<file path="src/ntlt_pkg.sv">
// shared types, constants and helpers for the scan-line timing and pixel fetch block
// no dependencies
package ntlt_pkg;

	// field widths
	localparam int LINE_W      = 9;
	localparam int SYNC_W      = 10;
	localparam int PIX_W       = 8;
	localparam int IN_ADDR_W   = 10;
	localparam int REP_W       = 3;
	localparam int CFG_DATA_W  = 10;
	localparam int CFG_INDEX_W = 2;
	localparam int IN_TDATA_W  = 24;
	localparam int OUT_TDATA_W = 32;

	// default geometry of the frame store
	localparam int BYTES_PER_LINE_DEF = 11;
	localparam int STORED_LINES_DEF   = 80;

	// raster timing
	localparam int LINES_PER_FIELD  = 262;
	localparam int VISIBLE_LINES    = 240;
	localparam int VSYNC_FIRST_LINE = 245;
	localparam int VSYNC_END_LINE   = 248;
	localparam int MAX_REPEAT       = 4;

	// queue depths
	localparam int Q_DEPTH   = 4;
	localparam int OUT_DEPTH = 4;

	// configuration reset values
	localparam logic [SYNC_W-1:0] HSYNC_RESET  = 10'd35;
	localparam logic [SYNC_W-1:0] VSYNC_RESET  = 10'd435;
	localparam logic [REP_W-1:0]  REPEAT_RESET = 3'd3;
	localparam logic              INVERT_RESET = 1'b1;

	typedef enum logic [CFG_INDEX_W-1:0] {
		REG_HSYNC_WIDTH   = 2'd0,
		REG_VSYNC_WIDTH   = 2'd1,
		REG_LINE_REPEAT   = 2'd2,
		REG_INVERT_PIXELS = 2'd3
	} cfg_reg_e;

	typedef struct packed {
		logic [SYNC_W-1:0] hsync_width;
		logic [SYNC_W-1:0] vsync_width;
		logic [REP_W-1:0]  line_repeat;
		logic              invert_pixels;
	} cfg_t;

	// one classified input item waiting for the back end
	typedef struct packed {
		logic                 is_write;
		logic [IN_ADDR_W-1:0] addr;
		logic [PIX_W-1:0]     data;
	} q_item_t;

	// one result item
	typedef struct packed {
		logic [LINE_W-1:0] line_number;
		logic [SYNC_W-1:0] sync_width;
		logic [PIX_W-1:0]  pixel_byte;
		logic              pixel_valid;
		logic              last;
	} out_item_t;

	function automatic int addr_bits(input int depth);
		return (depth > 1) ? $clog2(depth) : 1;
	endfunction

endpackage

</file>
<file path="src/ntlt_front.sv">
// front end: accepts input transactions, drops out-of-range writes, queues the rest
// depends on ntlt_pkg
module ntlt_front import ntlt_pkg::*; #(
	parameter int STORE_BYTES = BYTES_PER_LINE_DEF * STORED_LINES_DEF
) (
	input  logic                 clk,
	input  logic                 arst_n,
	input  logic                 s_valid,
	output logic                 s_ready,
	input  logic                 s_func,
	input  logic [IN_ADDR_W-1:0] s_addr,
	input  logic [PIX_W-1:0]     s_data,
	input  logic                 clearing,
	output logic                 q_valid,
	output q_item_t              q_item,
	input  logic                 q_pop
);

	localparam int Q_PW = addr_bits(Q_DEPTH);
	localparam int Q_CW = $clog2(Q_DEPTH + 1);
	localparam int SB_W = $clog2(STORE_BYTES + 1);
	localparam int CW   = (SB_W > IN_ADDR_W) ? SB_W : IN_ADDR_W;

	q_item_t          q_mem_q [Q_DEPTH];
	logic [Q_PW-1:0]  wr_ptr_q;
	logic [Q_PW-1:0]  rd_ptr_q;
	logic [Q_CW-1:0]  cnt_q;
	logic             accept;
	logic             in_range;
	logic             push;

	assign s_ready  = (cnt_q != Q_CW'(Q_DEPTH)) && !clearing;
	assign accept   = s_valid && s_ready;
	assign in_range = CW'(s_addr) < CW'(STORE_BYTES);
	// writes outside the store are taken and forgotten
	assign push     = accept && (!s_func || in_range);

	assign q_valid = (cnt_q != '0);
	assign q_item  = q_mem_q[rd_ptr_q];

	always_ff @(posedge clk) begin
		if (push) begin
			q_mem_q[wr_ptr_q] <= '{is_write: s_func, addr: s_addr, data: s_data};
		end
	end

	always_ff @(posedge clk or negedge arst_n) begin
		if (!arst_n) begin
			wr_ptr_q <= '0;
			rd_ptr_q <= '0;
			cnt_q    <= '0;
		end else begin
			if (push) begin
				wr_ptr_q <= (wr_ptr_q == Q_PW'(Q_DEPTH - 1)) ? '0 : wr_ptr_q + 1'b1;
			end
			if (q_pop) begin
				rd_ptr_q <= (rd_ptr_q == Q_PW'(Q_DEPTH - 1)) ? '0 : rd_ptr_q + 1'b1;
			end
			cnt_q <= cnt_q + Q_CW'(push) - Q_CW'(q_pop);
		end
	end

endmodule

</file>
<file path="config.mk">
export PLATFORM = sky130hd
export DESIGN_NAME = ntlt_front
export DESIGN_NICKNAME = d
export VERILOG_FILES = /design/src/ntlt_pkg.sv /design/src/ntlt_front.sv
export SDC_FILE = /design/constraint.sdc
export NUM_CORES = 1
export LEC_CHECK = 0
export ABC_AREA = 1
export BUFFER_PORTS_ARGS = -buffer_cell sky130_fd_sc_hd__buf_2
export CAP_MARGIN = 15
export CORE_UTILIZATION = 56
export CTS_CLUSTER_SIZE = 10
export DETAILED_ROUTE_END_ITERATION = 6
export GPL_TIMING_DRIVEN = 0
export PLACE_DENSITY = 0.78
export SLEW_MARGIN = 20
export SYNTH_ARGS = -nofsm -noshare
export SYNTH_HDL_FRONTEND = slang
export SYNTH_SLANG_ARGS = --single-unit
export TNS_END_PERCENT = 30
</file>
<file path="constraint.sdc">
create_clock -name clk -period 2.6 [get_ports clk]
set_input_delay 0.26 -clock clk [delete_from_list [all_inputs] [get_ports clk]]
set_output_delay 0.26 -clock clk [all_outputs]
set_load 0.005 [all_outputs]
</file>
==> impl_metrics.csv <==
group,metric,value,unit
status,status,"completed",
routing,wl_per_cell,16.0,µm
cts,cts_hold_buf,1,
power,switching_share,32.9,%
synthesis,seq_area_frac_synth,74.7,%
synthesis,synth_area_leaders,"edfxtp_1 69%, o21ai_0 5.6%, dfrtp_1 5.3%",
cts,postCtsResizedCells,0,
cts,tritoncts,"built",
setup_path,r2r_slack,0.46,ns
floorplanning,rows,27,
cts,cts_buffer_depth,2,
placement,place_area,3660,µm²
floorplanning,die_area,6180,µm²
setup_path,path_cells,"nor2_1, nand2_1, nand2_1, nor2_4, nand2_4, ha_1, inv_1, ha_1, fa_1, xnor2_1, xor2_1",
floorplanning,start_util,59.0,%
setup_path,setup.worst_path.start,"cnt_q[1]",
synthesis,async_reset_ff_share,8.43,%
placement,port_buffers,44,
setup_path,arrival,2.41,ns
setup_path,cpPeakStageDelay,0.39,ns
sta,tns,0,ns
routing,drt_iter0_drc,184,
cts,post_cts_buffers,0,
synthesis,syn-instance-count,243,
finish,fin_nets,335,
routing,postRouteAntennaNets,0,
grt,grt_max_degree,14,
sta,finClkSkew,0.00717,ns
power,p_leak,1.44,nW
setup_path,critPathBufInv,1,
cts,ctsRootBufferMaster,"clkbuf_8",
floorplanning,die_w,78.6,µm
placement,hpwlAfterDp,3.86,mm
finish,n_antenna_cell,0,
synthesis,synthDistinctLibCells,21,
grt,grtUsageTotal,22.2,%
floorplanning,core_area,5570,µm²
sta,slew_viol_final,0,
setup_path,critPathTopFamily,"adder cells",
sta,min_period,2.14,ns
sta,max_slew_margin,59.8,%
sta,final_hold_viol_count,0,
job,cap_violations,0,
sta,setup_viol,0,
grt,first_global_vias,2040,
finish,syn2layout_area_growth,16.3,%
routing,num_vias,2032,
setup_path,slowest_stage,"dfrtp_1",
power,switchingPower,1.19,mW
sta,clock.fmax,0.466,GHz
setup_path,crit_path_end_kind,"register",
finish,stdcell_area,3820,µm²
power,p_int,2.44,mW
routing,drcViolationCount,0,
synthesis,synth_edf_count,76,
floorplanning,io_pins,45,
setup_path,critical_path_class,"register to register",
setup_path,crit_end,"cnt_q[2]",
finish,layout-drive-gt1-share,24.1,%
cts,clk_pin_slew,0.07,ns
grt,antenna_found_initial,0,
cts,htreeDepth,3,
power,p_total,3.63,mW
power,power_frac_comb,32.8,%
synthesis,synth_area_per_cell,13.5,µm²
setup_path,r2r-start,"cnt_q[1]",
setup_path,cp.depth,11,
routing,vias_per_cell,5.36,
setup_path,startpoint_type,"register",
synthesis,ys.flop_type,"edfxtp_1",
placement,gp_congestion,0.762,
setup_path,r2r-end,"cnt_q[2]",
synthesis,synth_warnings,0,
setup_path,r2r_cells,11,
grt,grt_overflow,0,
synthesis,ys_ff_latch,83,
synthesis,synth_area,3290,µm²
hold_path,hold_path.class,"input pin to register",
setup_path,cp_data_required_time,2.87,ns
grt,grt_pass1_wl,9.78,mm
power,clkPwrFrac,20.3,%
routing,wirelength,6.05,mm
synthesis,ys_top_cells_by_count,"76 x edfxtp_1, 45 x nor2_1, 37 x o21ai_0",
synthesis,syn_nets,275,
synthesis,yosysTopAreaCell,"edfxtp_1",
setup_path,critPathMaxFanout,7,
cts,cts.sinks,83,
power,ir_worst_vdd,0.523,mV
cts,clock_latency,0.34,ns
synthesis,synth_top_area_share,69.4,%
sta,rsz0062_at_grt,"no",
power,pwr-share-seq,46.9,%
sta,min_period_over_period,82.5,%
sta,worst_slew_pin_slew,0.603,ns
floorplanning,fp.dieH,78.6,µm
synthesis,synth_most_common_cell,"edfxtp_1",
routing,drt-pass1-iter-count,4,
sta,hold_ws,0.126,ns
power,power.density,949,nW/µm²
cts,cts_buffers,9,
==> layout by cell type (no fill, tap or decap), drive strengths merged <==
| cell | n |
|---|---|
| nor2 | 46 |
| edfxtp | 76 |
| ha | 7 |
| xor2 | 1 |
| dfrtp | 7 |
| dlygate4sd3 | 1 |
| clkinvlp | 1 |
| fa | 1 |
| buf | 56 |
| nand2 | 12 |
| inv | 17 |
| nand3 | 4 |
| clkbuf | 15 |
| xnor2 | 1 |
| clkinv | 3 |
| o22ai | 19 |
| o21ai | 40 |
==> flip-flops by register name (all words and copies together) (netlist names) <==
signal,flops
wr_ptr_q,2
q_mem_q,76
rd_ptr_q,2
cnt_q,3
==> cell families after synthesis <==
kind of cell    synth area share (%)
compound gates                  9.70
xor+xnor                       0.533
fa+ha+maj                       3.27
buf+inv                         4.07
flops                           74.7
simple gates                    7.69
==> stage by stage <==
stage,utilization (%),setup slack [ns],std cells
4_1_cts,68.6,0.429,379
5_1_grt,68.6,0.324,379
2_1_floorplan,-,0.615,243
3_3_place_gp,64.6,-0.0689,359
3_5_place_dp,65.7,0.474,363
6_report,68.6,0.455,379
==> per-layer routing <==
layer / global-route usage (%) / vias to the layer above / routed length (µm)
li1: - / 993 / -
met1: 28.1 / 970 / 2630
met2: 36.4 / 58 / 3030
met3: 3.95 / 11 / 275
met4: 12.2 / 0 / 123
met5: 0 / - / 0
==> power groups by stage <==
stage / clock network (mW) / logic [mW] / registers (mW)
finish: 0.738 / 1.19 / 1.70
global route: 0.802 / 1.36 / 1.72
CTS: 0.749 / 1.20 / 1.70
detailed placement: 0 / 1.19 / 1.73
global placement: 0 / 1.13 / 1.73
floorplan: 0 / 0.719 / 1.72
==> layout make-up <==
| class | instances | area (µm²) |
|---|---|---|
| Clock buffer | 11 | 131 |
| Sequential cell | 83 | 2460 |
| Timing Repair Buffer | 49 | 287 |
| Inverter | 17 | 63.8 |
| Clock inverter | 4 | 18.8 |
| Tap cell | 72 | 90.1 |
| Buffer | 12 | 70.1 |
| Fill cell | 389 | 1750 |
| Multi-Input combinational cell | 131 | 707 |
==> worst min path at each step <==
stage	from	end	slack [ns]	cells after the start
floorplan	arst_n	cnt_q[0]	-0.04	0
global placement	arst_n	wr_ptr_q[0]	0.11	1
detailed placement	arst_n	wr_ptr_q[0]	0.11	1
CTS	s_addr[2]	q_mem_q[1][10]	0.12	1
global route	s_addr[2]	q_mem_q[2][10]	0.12	1
finish	s_addr[2]	q_mem_q[1][10]	0.13	1
==> worst register-to-register path, cell delays in order (launching register included) <==
cell	delay, ns
dfrtp_1	0.39
nor2_1	0.08
nand2_1	0.05
nand2_1	0.09
nor2_4	0.14
nand2_4	0.10
ha_1	0.29
inv_1	0.03
ha_1	0.19
fa_1	0.38
xnor2_1	0.17
xor2_1	0.16
No activity file was read; power rests on OpenSTA's default activity.
